## src/rtl/core/rac_pkg.sv

```systemverilog
package rac_pkg;

    typedef enum logic [1:0] {
        ACT_MOV = 2'd0,
        ACT_ADD = 2'd1,
        ACT_SUB = 2'd2,
        ACT_CMP = 2'd3
    } t_action;

    localparam int IDX_W  = 4;
    localparam int PART_W = 2;
    localparam int WORD_W = 16;

    localparam logic [PART_W-1:0] PART_WHOLE = 2'd0;
    localparam logic [PART_W-1:0] PART_LOW   = 2'd1;
    localparam logic [PART_W-1:0] PART_HIGH  = 2'd2;

    // only the first registers have addressable byte halves
    localparam logic [IDX_W-1:0] NUM_BYTE_REGS = 4'd4;

    localparam int FLAG_CF = 0;
    localparam int FLAG_PF = 2;
    localparam int FLAG_ZF = 6;
    localparam int FLAG_SF = 7;
    localparam int FLAG_OF = 11;

    localparam logic [WORD_W-1:0] FLAG_MASK  = 16'h08C5;
    localparam logic [WORD_W-1:0] MASK_BYTE  = 16'h00FF;
    localparam logic [WORD_W-1:0] MASK_WORD  = 16'hFFFF;

    typedef struct packed {
        t_action            action;
        logic [IDX_W-1:0]   dest_index;
        logic [PART_W-1:0]  dest_part;
        logic               src_is_register;
        logic [IDX_W-1:0]   src_index;
        logic [PART_W-1:0]  src_part;
        logic [WORD_W-1:0]  immediate_value;
    } t_instr;

    typedef struct packed {
        logic [WORD_W-1:0]  old_dest_value;
        logic [WORD_W-1:0]  new_dest_value;
        logic [WORD_W-1:0]  flags_value;
        logic               wr_en;
    } t_alu_res;

endpackage

```

## src/rtl/core/rac_alu.sv

```systemverilog
module rac_alu import rac_pkg::*; (
    input  t_instr             i_instr,
    input  logic               i_dest_ok,
    input  logic [WORD_W-1:0]  i_dest_word,
    input  logic [WORD_W-1:0]  i_src_word,
    input  logic [WORD_W-1:0]  i_flags,
    output t_alu_res           o_res
);

    function automatic logic [PART_W-1:0] norm_part(
        input logic [IDX_W-1:0]  idx,
        input logic [PART_W-1:0] part
    );
        if (idx < NUM_BYTE_REGS && (part == PART_LOW || part == PART_HIGH)) begin
            return part;
        end
        return PART_WHOLE;
    endfunction

    function automatic logic [WORD_W-1:0] pick_part(
        input logic [WORD_W-1:0] whole,
        input logic [PART_W-1:0] part
    );
        case (part)
            PART_LOW:  return {8'h00, whole[7:0]};
            PART_HIGH: return {8'h00, whole[15:8]};
            default:   return whole;
        endcase
    endfunction

    function automatic logic [WORD_W-1:0] merge_part(
        input logic [WORD_W-1:0] whole,
        input logic [WORD_W-1:0] val,
        input logic [PART_W-1:0] part
    );
        case (part)
            PART_LOW:  return {whole[15:8], val[7:0]};
            PART_HIGH: return {val[7:0], whole[7:0]};
            default:   return val;
        endcase
    endfunction

    logic [PART_W-1:0] w_dpart;
    logic [PART_W-1:0] w_spart;
    logic              w_is_byte;
    logic [WORD_W-1:0] w_mask;
    logic [WORD_W-1:0] w_src;
    logic [WORD_W-1:0] w_a;
    logic [WORD_W-1:0] w_b;
    logic [WORD_W:0]   w_wide;
    logic [WORD_W-1:0] w_res;
    logic              w_sa;
    logic              w_sb;
    logic              w_sr;
    logic              w_cf;
    logic              w_of;
    logic [WORD_W-1:0] w_newv;
    logic [WORD_W-1:0] w_flags;

    always_comb begin
        w_dpart   = norm_part(i_instr.dest_index, i_instr.dest_part);
        w_spart   = norm_part(i_instr.src_index, i_instr.src_part);
        w_is_byte = (w_dpart != PART_WHOLE);
        w_mask    = w_is_byte ? MASK_BYTE : MASK_WORD;
        w_src     = i_instr.src_is_register ? pick_part(i_src_word, w_spart)
                                            : i_instr.immediate_value;
        w_a       = pick_part(i_dest_word, w_dpart);
        w_b       = w_src & w_mask;

        if (i_instr.action == ACT_ADD) begin
            w_wide = {1'b0, w_a} + {1'b0, w_b};
        end else begin
            w_wide = {1'b0, w_a} - {1'b0, w_b};
        end
        w_res = w_wide[WORD_W-1:0] & w_mask;

        // carry or borrow out of the operand width
        w_cf = w_is_byte ? w_wide[8] : w_wide[WORD_W];
        w_sa = w_is_byte ? w_a[7] : w_a[WORD_W-1];
        w_sb = w_is_byte ? w_b[7] : w_b[WORD_W-1];
        w_sr = w_is_byte ? w_res[7] : w_res[WORD_W-1];
        if (i_instr.action == ACT_ADD) begin
            w_of = (w_sa == w_sb) && (w_sa != w_sr);
        end else begin
            w_of = (w_sa != w_sb) && (w_sa != w_sr);
        end

        w_flags = i_flags;
        w_newv  = i_dest_word;
        case (i_instr.action)
            ACT_MOV: begin
                w_newv = merge_part(i_dest_word, w_src, w_dpart);
            end
            ACT_ADD, ACT_SUB, ACT_CMP: begin
                w_flags[FLAG_OF] = w_of;
                w_flags[FLAG_CF] = w_cf;
                w_flags[FLAG_ZF] = (w_res == '0);
                w_flags[FLAG_SF] = w_sr;
                w_flags[FLAG_PF] = ~^w_res[7:0];
                if (i_instr.action != ACT_CMP) begin
                    w_newv = merge_part(i_dest_word, w_res, w_dpart);
                end
            end
            default: begin
                w_newv = i_dest_word;
            end
        endcase

        o_res.old_dest_value = i_dest_word;
        o_res.new_dest_value = i_dest_ok ? w_newv : '0;
        o_res.flags_value    = w_flags;
        o_res.wr_en          = i_dest_ok;
    end

endmodule

```

## src/rtl/core/register_alu_mov_add_sub_cmp_unit.sv

```systemverilog
// channel   dir  tdata (low bit up)                                          tuser
// s         in   action[1:0] dest_index[5:2] dest_part[7:6] src_index[11:8]  src_is_register
//                src_part[13:12] immediate_value[29:14] zero[31:30]
// m         out  old_dest_value[15:0] new_dest_value[31:16] flags_value[47:32] -
//
// one instruction per cycle unless m stalls; s -> execute register -> output register -> m
// the register file is a two-read one-write memory with registered reads;
// the last write is forwarded to the execute stage for back-to-back dependences
// reset clears the per-entry valid bits, so unwritten registers read as zero at once
// a stalled m side holds the execute stage, which then stops new transfers on s
module register_alu_mov_add_sub_cmp_unit import rac_pkg::*; #(
    parameter int NUM_REGISTERS = 13
) (
    input  logic        i_clk,
    input  logic        i_rst_n,
    input  logic        i_s_tvalid,
    output logic        o_s_tready,
    // action, dest_index, dest_part, src_index, src_part, immediate_value, zero pad
    input  logic [31:0] i_s_tdata,
    // src_is_register
    input  logic        i_s_tuser,
    output logic        o_m_tvalid,
    input  logic        i_m_tready,
    // old_dest_value, new_dest_value, flags_value
    output logic [47:0] o_m_tdata
);

    localparam int AddrW = $clog2(NUM_REGISTERS);
    localparam logic [IDX_W:0] NumRegs = (IDX_W+1)'(NUM_REGISTERS);

    logic [WORD_W-1:0]        r_mem [NUM_REGISTERS];
    logic [WORD_W-1:0]        r_rd_dest;
    logic [WORD_W-1:0]        r_rd_src;
    logic [NUM_REGISTERS-1:0] r_reg_vld;
    logic                     r_last_vld;
    logic [IDX_W-1:0]         r_last_idx;
    logic [WORD_W-1:0]        r_last_val;

    t_instr                   w_in;
    t_instr                   r_s1;
    logic                     r_s1_valid;
    logic [WORD_W-1:0]        r_flags;
    logic                     r_out_valid;
    logic                     n_out_valid;
    logic [47:0]              r_out_data;

    logic                     w_s_acc;
    logic                     w_s1_adv;
    logic                     w_wr;
    logic                     w_dest_ok;
    logic                     w_src_ok;
    logic [WORD_W-1:0]        w_dest_word;
    logic [WORD_W-1:0]        w_src_word;
    t_alu_res                 w_res;

    always_comb begin
        w_in.action          = t_action'(i_s_tdata[1:0]);
        w_in.dest_index      = i_s_tdata[5:2];
        w_in.dest_part       = i_s_tdata[7:6];
        w_in.src_is_register = i_s_tuser;
        w_in.src_index       = i_s_tdata[11:8];
        w_in.src_part        = i_s_tdata[13:12];
        w_in.immediate_value = i_s_tdata[29:14];
    end

    assign w_s1_adv   = r_s1_valid && (!r_out_valid || i_m_tready);
    assign o_s_tready = !r_s1_valid || w_s1_adv;
    assign w_s_acc    = i_s_tvalid && o_s_tready;

    assign w_dest_ok = ({1'b0, r_s1.dest_index} < NumRegs);
    assign w_src_ok  = ({1'b0, r_s1.src_index} < NumRegs);
    assign w_wr      = w_s1_adv && w_res.wr_en;

    // operand fetch: forward the last write, else memory data if the entry was written
    always_comb begin
        w_dest_word = '0;
        if (w_dest_ok) begin
            if (r_last_vld && r_last_idx == r_s1.dest_index) begin
                w_dest_word = r_last_val;
            end else if (r_reg_vld[r_s1.dest_index[AddrW-1:0]]) begin
                w_dest_word = r_rd_dest;
            end
        end
        w_src_word = '0;
        if (w_src_ok) begin
            if (r_last_vld && r_last_idx == r_s1.src_index) begin
                w_src_word = r_last_val;
            end else if (r_reg_vld[r_s1.src_index[AddrW-1:0]]) begin
                w_src_word = r_rd_src;
            end
        end
    end

    rac_alu u_alu (
        .i_instr     (r_s1),
        .i_dest_ok   (w_dest_ok),
        .i_dest_word (w_dest_word),
        .i_src_word  (w_src_word),
        .i_flags     (r_flags),
        .o_res       (w_res)
    );

    always_ff @(posedge i_clk) begin
        if (w_s_acc) begin
            r_rd_dest <= r_mem[w_in.dest_index[AddrW-1:0]];
            r_rd_src  <= r_mem[w_in.src_index[AddrW-1:0]];
        end
        if (w_wr) begin
            r_mem[r_s1.dest_index[AddrW-1:0]] <= w_res.new_dest_value;
        end
    end

    always_ff @(posedge i_clk) begin
        if (w_s_acc) begin
            r_s1 <= w_in;
        end
        if (w_wr) begin
            r_last_idx <= r_s1.dest_index;
            r_last_val <= w_res.new_dest_value;
        end
        if (w_s1_adv) begin
            r_out_data <= {w_res.flags_value, w_res.new_dest_value, w_res.old_dest_value};
        end
    end

    always_comb begin
        n_out_valid = r_out_valid;
        if (w_s1_adv) begin
            n_out_valid = 1'b1;
        end else if (i_m_tready) begin
            n_out_valid = 1'b0;
        end
    end

    always_ff @(posedge i_clk) begin
        if (!i_rst_n) begin
            r_s1_valid  <= 1'b0;
            r_out_valid <= 1'b0;
            r_flags     <= '0;
            r_reg_vld   <= '0;
            r_last_vld  <= 1'b0;
        end else begin
            if (w_s_acc) begin
                r_s1_valid <= 1'b1;
            end else if (w_s1_adv) begin
                r_s1_valid <= 1'b0;
            end
            r_out_valid <= n_out_valid;
            if (w_s1_adv) begin
                r_flags <= w_res.flags_value;
            end
            if (w_wr) begin
                r_reg_vld[r_s1.dest_index[AddrW-1:0]] <= 1'b1;
                r_last_vld <= 1'b1;
            end
        end
    end

    assign o_m_tvalid = r_out_valid;
    assign o_m_tdata  = r_out_data;

    a_adv_fills_out: assert property (@(posedge i_clk) disable iff (!i_rst_n)
        w_s1_adv |=> o_m_tvalid)
        else $error("executed instruction did not reach the output register");

    a_held_blocks_input: assert property (@(posedge i_clk) disable iff (!i_rst_n)
        (r_s1_valid && !w_s1_adv) |-> !o_s_tready)
        else $error("input taken while execute stage is held");

    a_write_marks_valid: assert property (@(posedge i_clk) disable iff (!i_rst_n)
        w_wr |=> r_reg_vld[$past(r_s1.dest_index[AddrW-1:0])])
        else $error("written register not marked valid");

    a_flags_only_defined: assert property (@(posedge i_clk) disable iff (!i_rst_n)
        (r_flags & ~FLAG_MASK) == '0)
        else $error("undefined flag bit set");

    a_mov_keeps_flags: assert property (@(posedge i_clk) disable iff (!i_rst_n)
        (w_s1_adv && r_s1.action == ACT_MOV) |=> r_flags == $past(r_flags))
        else $error("mov changed the flags");

endmodule
```

## config.mk

```make
export PLATFORM = sky130hd
export DESIGN_NAME = register_alu_mov_add_sub_cmp_unit
export DESIGN_NICKNAME = d
export VERILOG_FILES = /design/src/rtl/core/rac_pkg.sv /design/src/rtl/core/rac_alu.sv /design/src/rtl/core/register_alu_mov_add_sub_cmp_unit.sv
export SDC_FILE = /design/constraint.sdc
export NUM_CORES = 1
export LEC_CHECK = 0
export BUFFER_PORTS_ARGS = -buffer_cell sky130_fd_sc_hd__buf_2
export CORE_AREA = 2 2 192 157
export DETAILED_ROUTE_END_ITERATION = 10
export DIE_AREA = 0 0 194 159
export GPL_TIMING_DRIVEN = 0
export PLACE_DENSITY = 0.8
export SLEW_MARGIN = 10
export SYNTH_ARGS = -nofsm -noshare
export SYNTH_HDL_FRONTEND = slang
export SYNTH_SLANG_ARGS = --single-unit
```

## constraint.sdc

```tcl
create_clock -name i_clk -period 6.7 [get_ports i_clk]
set_clock_uncertainty 0.2 [all_clocks]
set_input_delay 1.005 -clock i_clk [delete_from_list [all_inputs] [get_ports i_clk]]
set_output_delay 1.005 -clock i_clk [all_outputs]
set_load 0.03 [all_outputs]
```

# After elaboration in Yosys (flattened, before gate mapping)
# Memories as Yosys holds them, arrays and structs flattened. A register that Yosys moved wholly into a read port is not among the register bits.
# Cells that the tools add are included.
[op_classes]
n_addsub = 2
n_mux = 43
n_bitwise = 3
reduce_logical = 23
eq_ne = 17
order_cmp = 7
[op_table]
columns = ["cell", "count"]
rows = [
  ["$mux W16", 10],
  ["$pmux W16 S2", 5],
  ["$and A16 B16 Y16", 2],
  ["$mux W1", 19],
  ["$add A16 B16 Y17", 1],
  ["$mux W17", 1],
  ["$sub A16 B16 Y17", 1],
  ["$logic_not A16 Y1", 1],
  ["$or A13 B13 Y13", 1],
  ["$eq A2 B2 Y1 const B", 6],
  ["$eq A2 B1 Y1 const B", 5],
  ["$logic_and A1 B1 Y1", 10],
  ["$lt A4 B5 Y1 const B", 2],
  ["$mux W2", 5],
  ["$bmux W1 S4", 2],
  ["$eq A4 B4 Y1", 2],
  ["$lt A4 B3 Y1 const B", 2],
  ["$lt A4 B4 Y1 const B", 2],
  ["$reduce_xnor A8 Y1", 1],
  ["$reduce_bool A2 Y1", 3],
  ["$demux W1 S4", 1],
  ["$ge A4 B1 Y1 const B", 1],
  ["$logic_or A1 B1 Y1", 4],
  ["$reduce_or A3 Y1", 1],
  ["5 further kinds", 7],
]
[word_totals]
register_bits = 109
input_bits = 37
output_inout_bits = 50
memories = 1
ramBits = 208
elab_cells = 111
[mem_list]
columns = ["name", "words", "word_bits", "read_ports", "rd_clocked_by_memory_dff", "write_ports", "line_no", "source"]
rows = [
  ["r_mem", 13, 16, 2, 2, 1, "register_alu_mov_add_sub_cmp_unit.sv:31", "logic [WORD_W-1:0] r_mem [NUM_REGISTERS];"],
]

# Depth between registers and ports, before layout
# Gate-level depths: netlist of run 1.
[depth]
ltp_word = 17
mapped_depth = 28
mapped_depth_nobuf = 26

# Cells and area by module
# From an unflattened synthesis of run 1, not the netlist that was laid out.
[hier_totals]
hier_cells = 1318
area_unflattened_um2 = 18933.2
[by_module_without_submodules]
columns = ["mod", "area_each_um2", "cells_each", "n_inst"]
rows = [
  ["register_alu_mov_add_sub_cmp_unit", 15751.4, 836, 1],
  ["rac_alu", 3181.8, 482, 1],
]

# Worst setup path before layout of run 1
# OpenSTA, ideal clock, no wires.
[synth_timing]
kind = "register to register"
startpoint = "reg r_s1[20] (netlist name)"
endpoint = "reg r_out_data[30], in the netlist o_m_tdata[30] (data pin)"
stages_incl_launch_ff = 25
setup_time_ps = 332
n_path_buf = 3
arrival_time_ps = 5470
t_required_ps = 6168
synth_period_minus_slack_ps = 6003
slack_ps = 697
cell_sequence = "edfxtp_1 > buf_2 > nor2_1 > nand3b_1 > ha_1 > and3b_1 > and2_1 > buf_2 > nor3b_1 > a32o_1 > a211oi_2 > nand3b_2 > or2_1 > buf_6 > o21a_1 > o22ai_1 > ha_1 > and3_1 > a221oi_1 > a21oi_1 > nor3_1 > xnor2_1 > a21o_1 > a31oi_1 > a211oi_1"
[synth_rtl]
columns = ["item", "line_no", "source"]
rows = [
  ["from (decl)", "register_alu_mov_add_sub_cmp_unit.sv:40", "t_instr r_s1;"],
  ["from (signal assigned)", "register_alu_mov_add_sub_cmp_unit.sv:115", "r_s1 <= w_in;"],
  ["to (signal assigned)", "register_alu_mov_add_sub_cmp_unit.sv:122", "r_out_data <= {w_res.flags_value, w_res.new_dest_value, w_res.old_dest_value};"],
  ["to (decl)", "register_alu_mov_add_sub_cmp_unit.sv:45", "logic [47:0] r_out_data;"],
]

==> results of run 1 <==
==> metrics by stage <==
stage | instances | cell area (µm²)
3_3_place_gp | 1705 | 18600
3_5_place_dp | 1719 | 18900
4_1_cts | 1788 | 20200
5_1_grt | 1795 | 20400
2_1_floorplan | 1255 | 17700
6_report | 1795 | 20400
==> routing by layer <==
layer  up-vias  wire length (µm)
met5         -                 7
met1      6543             22200
li1       5235                 -
met4         2              1450
met3       148              8500
met2      1128             24000
==> logic make-up after synthesis <==
logic type,count (synthesis),share of synthesized area
buffers and inverters,120,0.0289
other,1,0.000212
and+or+nand+nor,293,0.0808
DFF,349,0.581
AOI/OAI and AO/OA,281,0.114
adders and majority gates,27,0.0195
xor gates and xnor gates,29,0.0144
muxes,145,0.161
==> repair_timing <==
item                       4_1_cts  5_1_grt
pin swaps                        7       14
hold endpoints to repair         0        0
buffers inserted                 6        7
setup endpoints to repair      112      188
hold buffers                     0        0
resized for setup               12       29
==> registers in the layout, indices dropped and copies added (netlist names) <==
signal	cells
r_reg_vld	13
o_m_tvalid	1
r_last_vld	1
o_m_tdata	37
r_last_val	16
r_mem	208
r_flags	5
r_rd_src	16
r_s1	31
r_last_idx	4
r_s1_valid	1
r_rd_dest	16
==> synth_stat cells, types with 7 or more instances <==
| cell | instances | share of area |
|---|---|---|
| buf_4 | 11 | 0.0047 |
| nor3_1 | 18 | 0.0051 |
| inv_1 | 30 | 0.0064 |
| o21ai_0 | 34 | 0.0096 |
| a22o_1 | 26 | 0.013 |
| and2_1 | 7 | 0.0025 |
| a211oi_1 | 30 | 0.013 |
| nand2_1 | 57 | 0.012 |
| a31oi_1 | 10 | 0.0035 |
| a21o_1 | 12 | 0.0051 |
| edfxtp_1 | 328 | 0.56 |
| dfxtp_1 | 21 | 0.024 |
| xor2_1 | 8 | 0.0040 |
| nand3_1 | 16 | 0.0045 |
| a21oi_1 | 62 | 0.018 |
| clkbuf_1 | 56 | 0.012 |
| xnor2_1 | 21 | 0.010 |
| mux2i_1 | 30 | 0.017 |
| ha_1 | 26 | 0.018 |
| o21a_1 | 7 | 0.0030 |
| mux4_2 | 111 | 0.14 |
| nor2_1 | 113 | 0.024 |
| nor2b_1 | 34 | 0.012 |
| a22oi_1 | 21 | 0.0089 |
| buf_1 | 13 | 0.0028 |
| o221ai_1 | 7 | 0.0035 |
| nand2b_1 | 8 | 0.0028 |
==> path summary, 6_finish.rpt <==
check	cells past startpoint	slack, ns	endpoint
setup reg to reg	17	0.18	o_m_tdata[20]
hold / removal	0	0.28	r_last_idx[0]
setup / recovery	17	0.18	o_m_tdata[20]
hold reg to reg	0	0.28	r_last_idx[0]
==> worst max-delay path, delay by kind of cell (launching register included) <==
kind | cells | cell delay [ns]
flops | 1 | 0.38
simple gates | 5 | 2.59
buf+inv | 2 | 0.89
compound gates | 7 | 1.04
xor+xnor | 1 | 0.61
fa+ha+maj | 2 | 0.42
==> report_power, final <==
part	leakage [µW]	switching (µW)	internal (µW)	total, µW
registers	0.00320	47.7	2500	2550
clock network	0.000563	856	1150	2010
logic	0.00329	536	288	824
==> layout make-up <==
cell class,instances,share of cell area
repair buffers,100,0.0351
clock buffers,43,0.0455
multi-input cells,786,0.356
well taps,377,0.0232
inverters,34,0.00626
flip-flops and latches,349,0.504
plain buffers,86,0.0189
clock inverters,20,0.0110
==> impl_metrics.yaml, run 1 <==
die:
  die_y_um: 159
  dieArea_um2: 30800
  coreArea_um2: 28900
  row_count: 56
  fp.dieW_um: 194
  start_util: 0.612
  ios: 87
global_routing:
  grt.total_usage: 0.362
  globalRouteMet3Util: 0.0955
  gr-total-overflow: 0
  first_global_vias: 12418
  grt_util_met1: 0.560
  grt_pass1_wl_um: 81600
  met2_usage: 0.520
  antenna_found_initial: 1
  busiest_layer: "met1"
  grt_max_degree: 36
cts:
  cts.reportedPaths.clkPinSlew_ns: 0.07
  htree_levels: 2
  cts_tree: "done"
  clockBufferDepth: 3
  cts_num_sinks: 349
  clk_latency_ns: 0.55
  cts_made_buffers: 35
  root_buffer: "clkbuf_16"
setup_path:
  critPathKind: "reg2reg"
  crit_path_start_kind: "register"
  crit_chain: "clkbuf_1 > nand2b_1 > o2111ai_1 > nor3_1 > clkbuf_1 > a22oi_1 > nor2_1 > a22o_1 > ha_1 > fa_1 > a21oi_1 > o21bai_1 > xor2_1 > nand2_1 > o21ai_0 > a222oi_1 > nor2_1"
  path_max_fanout: 15
  crit_start: "r_s1[26]"
  crit_arrival_ns: 6.47
  endpoint_kind: "register"
  required_ns: 6.65
  worstReg2RegStart: "r_s1[26]"
  cpMaxStageDelayCell: "nor2_1"
  cp_slowest_stage_delay_ns: 1.00
finish:
  diodes: 0
  nets: 1456
  final_cell_mix: "edfxtp_1 (328), mux4_2 (111), nor2_1 (97)"
  fin_util: 0.706
  seq_area_um2: 10300
  area_growth_pct: 15.2
  fillers: 1908
  drive_gt1_frac: 0.252
  final_common_cell: "edfxtp_1"
  multi_input_area_um2: 7250
routing:
  antenna_left: 0
  drtIter0Drc: 2289
  drt-total-wl_um: 56200
  via_count: 13056
  route.detailed.drc: 0
  via_per_inst: 7.27
  post_drt_wl_per_cell_um: 31.3
  drt_pass1_iterations: 9
placement:
  port_buffers: 73
  dpl_worst_slack_ns: -0.495
  place_congestion: 1.00
  dp.final_hpwl_um: 39400
power_and_ir_drop:
  irDropWorstVdd_v: 0.000392
  power_uw: 5380
  p_leak_uw: 0.00705
  p_per_area_nw_per_um2: 264
synth:
  ys_warn_count: 0
  async_flop_share: 0
  yosysUniqueCellTypes: 83
  synth_cells: 1245
  seq_area_frac_synth: 0.581
  synth_edf_count: 328
  syn_area_um2: 17700
  synth.avg_cell_area_um2: 14.2
  synth-seq-cells: 349
  synthFlopType: "edfxtp_1"
timing:
  min_period_ns: 6.52
  fmax_mhz: 153
  setup_ws_ns: 0.175
  fin_crit_sh: 0.974
  tightest_slew_ns: 1.30
  setup_viol: 0
  slew_headroom: 0.133
  finalSetupTns_ns: 0
  finalHoldViolations: 0
  hold_slack_ns: 0.276
  slew_viol_final: 0
job:
  cap_violations: 0
outcome:
  status: "complete, no violations"
min_path:
  hold_class: "reg2reg"
  min_from: "r_s1[25]"
Note: power is estimated with default switching activity, not from simulation.
==> run 2, diff against run 1 <==
Settings changed: MAX_ROUTING_LAYER from default to met4.
==> run 2 against run 1 <==
Against the previous run:
- worst setup slack got worse by 0.0066 ns
- critical endpoint is now o_m_tdata[24]
- final area fell by 0.28%
- via count barely moved
- critical path type unchanged
==> impl_metrics.yaml, run 2 (synthesis results as in run 1) <==
cts:
  cts_made_buffers: 36
  cts.reportedPaths.clkPinSlew_ns: 0.06
  cts_tree: "done"
  htree_levels: 2
  cts_num_sinks: 349
  root_buffer: "clkbuf_16"
  clockBufferDepth: 3
  clk_latency_ns: 0.55
finish:
  final_cell_mix: "edfxtp_1 (328), mux4_2 (111), nor2_1 (96)"
  final_common_cell: "edfxtp_1"
  fillers: 1947
  nets: 1455
  area_growth_pct: 14.9
  stdcell_count: 1795
  final_area_um2: 20300
  largest_reg_flops: 208
  drive_gt1_frac: 0.251
  diodes: 0
die:
  ios: 87
  die_y_um: 159
  dieArea_um2: 30800
  row_count: 56
  fp.dieW_um: 194
  start_util: 0.612
  coreArea_um2: 28900
placement:
  place_congestion: 1.02
  post_dp_cell_area_um2: 18900
  port_buffers: 73
  post-place-cells: 1723
  dp.final_hpwl_um: 39700
  dpl_worst_slack_ns: -0.577
setup_path:
  cpMaxStageDelayCell: "a311oi_4"
  crit_buf_inv: 4
  crit_arrival_ns: 6.72
  required_ns: 6.89
  cp_top_family: "compound AO/OA/AOI/OAI gates"
  crit_chain: "buf_2 > nor2_2 > nand3b_1 > ha_1 > and3b_1 > and2_1 > buf_2 > a22o_1 > a311oi_4 > ha_2 > nand2_1 > o21ai_0 > fa_1 > a21oi_1 > nor2_1 > o31a_1 > o21ai_1 > nand2_1 > xor2_2 > a31oi_1 > a2bb2oi_1 > a211oi_2 > buf_4 > buf_4"
  critPathKind: "reg2reg"
  cp_slowest_stage_delay_ns: 0.60
  endpoint_kind: "register"
  crit_path_start_kind: "register"
  path_max_fanout: 12
timing:
  min_period_ns: 6.53
  slew_viol_final: 0
  tightest_slew_ns: 1.26
  setup_viol: 0
  fmax_mhz: 153
  setup_ws_ns: 0.168
  fin_crit_sh: 0.975
  slew_headroom: 0.157
  finalHoldViolations: 0
  rsz0062_at_grt: "true"
power_and_ir_drop:
  p_per_area_nw_per_um2: 265
  irDropWorstVdd_v: 0.000247
  p_leak_uw: 0.00704
routing:
  post_drt_wl_per_cell_um: 31.5
  via_count: 13045
  drt-total-wl_um: 56600
  drt_pass1_iterations: 6
  antenna_left: 0
  route.detailed.drc: 0
  drtIter0Drc: 2398
  via_per_inst: 7.27
global_routing:
  grt_pass1_wl_um: 82400
  grt.total_usage: 0.377
  grt_max_degree: 64
  antenna_found_initial: 0
  gr-total-overflow: 0
  first_global_vias: 12321
outcome:
  status: "complete, no violations"
min_path:
  hold_class: "reg2reg"
job:
  cap_violations: 0
## run 2: changes by cell type in the layout (fill, tap and decap cells not counted), sizes merged
| cell | previous run | this run |
|---|---|---|
| clkinv | 16 | 18 |
| inv | 33 | 35 |
| buf | 130 | 128 |
| clkbuf | 99 | 98 |
| bufinv | 4 | 3 |
## run 2: final timing paths
kind,start,endpoint,slack (ns),cells after the start
max,r_s1[20],o_m_tdata[24],0.17,24
min reg2reg,r_s1[27],r_last_idx[2],0.28,0
max reg2reg,r_s1[20],o_m_tdata[24],0.17,24
min,r_s1[27],r_last_idx[2],0.28,0
## run 2: area by class of cell
class                           instances  area (µm²)  share of cell area
Sequential cell                       349       10300               0.506
Multi-Input combinational cell        786        7220               0.356
Timing Repair Buffer                   98         681              0.0335
Buffer                                 86         387              0.0190
Clock buffer                           42         923              0.0455
Tap cell                              377         472              0.0232
Clock inverter                         23         233              0.0115
Inverter                               34         128             0.00628
## run 2: what timing repair did
item | in CTS | in global routing
setup buffers | 0 | 7
endpoints found under the setup margin | 127 | 157
hold buffers | 0 | 0
pin swaps | 4 | 12
resized for setup | 21 | 23
## run 2: stage by stage
step / hold slack (ns) / setup TNS, ns / total power, µW / utilization
floorplan: 0.221 / 0 / 3050 / -
global placement: 0.232 / -134.57 / 3310 / 0.643
detailed placement: 0.248 / -37.92 / 3330 / 0.654
CTS: 0.275 / 0 / 5340 / 0.698
global route: 0.289 / -0.137 / 5510 / 0.704
finish: 0.277 / 0 / 5380 / 0.704
## run 2: layer usage
| layer | wire [µm] | track usage | vias up |
|---|---|---|---|
| li1 | - | - | 5240 |
| met1 | 22100 | 0.557 | 6500 |
| met2 | 24300 | 0.517 | 1175 |
| met3 | 8570 | 0.109 | 130 |
| met4 | 1610 | 0.0999 | 0 |
| met5 | 0 | - | - |
## run 2: power by group
group | switching (µW) | internal, µW | leakage [µW]
logic | 538 | 280 | 0.00328
clock network | 893 | 1120 | 0.000563
registers | 46.5 | 2500 | 0.00320
total | 1480 | 3910 | 0.00704
## run 2: worst register-to-register path: stages, from the launching register on
cell       delay, ns
edfxtp_1        0.36
buf_2           0.21
nor2_2          0.16
nand3b_1        0.13
ha_1            0.39
and3b_1         0.23
and2_1          0.17
buf_2           0.17
a22o_1          0.25
a311oi_4        0.60
ha_2            0.39
nand2_1         0.06
o21ai_0         0.18
fa_1            0.51
a21oi_1         0.24
nor2_1          0.13
o31a_1          0.31
o21ai_1         0.23
nand2_1         0.13
xor2_2          0.36
a31oi_1         0.18
a2bb2oi_1       0.19
a211oi_2        0.21
buf_4           0.18
buf_4           0.20
==> run 3, diff against run 2 <==
Settings changed: GPL_TIMING_DRIVEN 0 to default.
==> run 3 against run 2 <==
Against the previous run:
- cell count shrank 1.4%
- sequential power barely moved
- combinational power decreased by 6.5%
- maximum frequency is 1.2% higher
==> impl_metrics.yaml, run 3 (synthesis results as in run 1) <==
global_routing:
  grt_pass1_wl_um: 77400
  gr-total-overflow: 0
  first_global_vias: 12142
  antenna_found_initial: 2
  grt_max_degree: 64
  grt.total_usage: 0.350
die:
  row_count: 56
  die_y_um: 159
  coreArea_um2: 28900
  start_util: 0.612
  dieArea_um2: 30800
  fp.dieW_um: 194
  ios: 87
routing:
  via_count: 12375
  post_drt_wl_per_cell_um: 29.5
  via_per_inst: 7.00
  route.detailed.drc: 0
  drt_pass1_iterations: 6
  drtIter0Drc: 1714
  antenna_left: 0
  drt-total-wl_um: 52100
finish:
  nets: 1426
  drive_gt1_frac: 0.266
  final_cell_mix: "edfxtp_1 (328), mux4_2 (111), nor2_1 (101)"
  largest_reg_flops: 208
  fillers: 1968
  final_common_cell: "edfxtp_1"
  final_area_um2: 20000
  area_growth_pct: 13.4
  fin_util: 0.694
placement:
  dpl_worst_slack_ns: 0.418
  post_dp_cell_area_um2: 18900
  port_buffers: 73
  place_congestion: 0.968
  dp.final_hpwl_um: 34600
timing:
  rsz0062_at_grt: "false"
  slew_viol_final: 0
  finalHoldViolations: 0
  min_period_ns: 6.46
  setup_viol: 0
  fin_crit_sh: 0.964
  slew_headroom: 0.208
  fmax_mhz: 155
  finalSetupTns_ns: 0
  tightest_slew_ns: 1.19
  setup_ws_ns: 0.244
job:
  cap_violations: 0
cts:
  cts_made_buffers: 36
  htree_levels: 2
  clockBufferDepth: 3
  clk_latency_ns: 0.55
  cts_setup_buffers: 0
  root_buffer: "clkbuf_16"
  cts.reportedPaths.clkPinSlew_ns: 0.06
  cts_num_sinks: 349
  cts_tree: "done"
power_and_ir_drop:
  p_leak_uw: 0.00705
  p_per_area_nw_per_um2: 263
  irDropWorstVdd_v: 0.000251
setup_path:
  required_ns: 6.77
  critPathKind: "reg2reg"
  crit_arrival_ns: 6.53
  crit_path_start_kind: "register"
  endpoint_kind: "register"
  path_max_fanout: 14
outcome:
  status: "complete, no violations"
min_path:
  hold_class: "reg2reg"
==> run 3: repair_timing <==
item                                    in CTS  in global routing
hold buffers                                 0                  0
gates resized for setup                      0                  2
endpoints found under the setup margin       0                 30
==> run 3: path summary, 6_finish.rpt <==
check | from | endpoint | slack (ns) | cells after the start
worst max-delay path | r_s1[20] | r_mem[0][14] | 0.24 | 22
worst min register to register | r_reg_vld[11] | r_reg_vld[11] | 0.30 | 2
worst max register to register | r_s1[20] | r_mem[0][14] | 0.24 | 22
worst min-delay path | r_reg_vld[11] | r_reg_vld[11] | 0.30 | 2
==> run 3: per-layer routing <==
| metal | vias to the layer above | GRT usage | wire, µm |
|---|---|---|---|
| met5 | - | - | 0 |
| met4 | 0 | 0.0971 | 1540 |
| met3 | 135 | 0.0951 | 6700 |
| met2 | 906 | 0.489 | 22600 |
| met1 | 6168 | 0.510 | 21300 |
| li1 | 5166 | - | - |
==> run 3: worst max-delay path, cell delays in order, from the launching register on <==
cell	delay, ns
edfxtp_1	0.39
nor2_1	0.20
nand3b_1	0.13
ha_1	0.38
and3b_1	0.23
and2_1	0.28
nor3b_2	0.24
a32o_1	0.23
a211oi_2	0.61
nand3b_2	0.15
or2_1	0.29
o21a_1	0.19
o22ai_1	0.20
ha_1	0.31
and3_1	0.19
a221oi_1	0.36
a21oi_1	0.15
nor3_1	0.32
xnor2_1	0.16
a21o_1	0.26
a311oi_1	0.34
a211oi_2	0.13
buf_12	0.22
==> run 3: where the power goes <==
part,internal (µW),leakage (µW),switching [µW]
registers,2500,0.00320,52.8
clock network,1090,0.000560,861
logic,284,0.00329,482
total,3880,0.00705,1400
==> run 3: area by class of cell <==
class	count	area (µm²)	area share
timing repair buffer	155	1010	0.0504
antenna	2	5.00	0.000250
inverter	34	128	0.00637
multi-input combinational	786	7010	0.350
tap	377	472	0.0235
clock buffer	47	1020	0.0511
sequential	349	10300	0.512
clock inverter	19	128	0.00637
==> run 3: per-stage QoR <==
stage	total power, µW	hold WS, ns	cells
CTS	5270	0.300	1767
floorplan	3050	0.221	1255
global route	5430	0.333	1769
global placement	3330	0.270	1701
finish	5280	0.303	1769
detailed placement	3350	0.285	1701
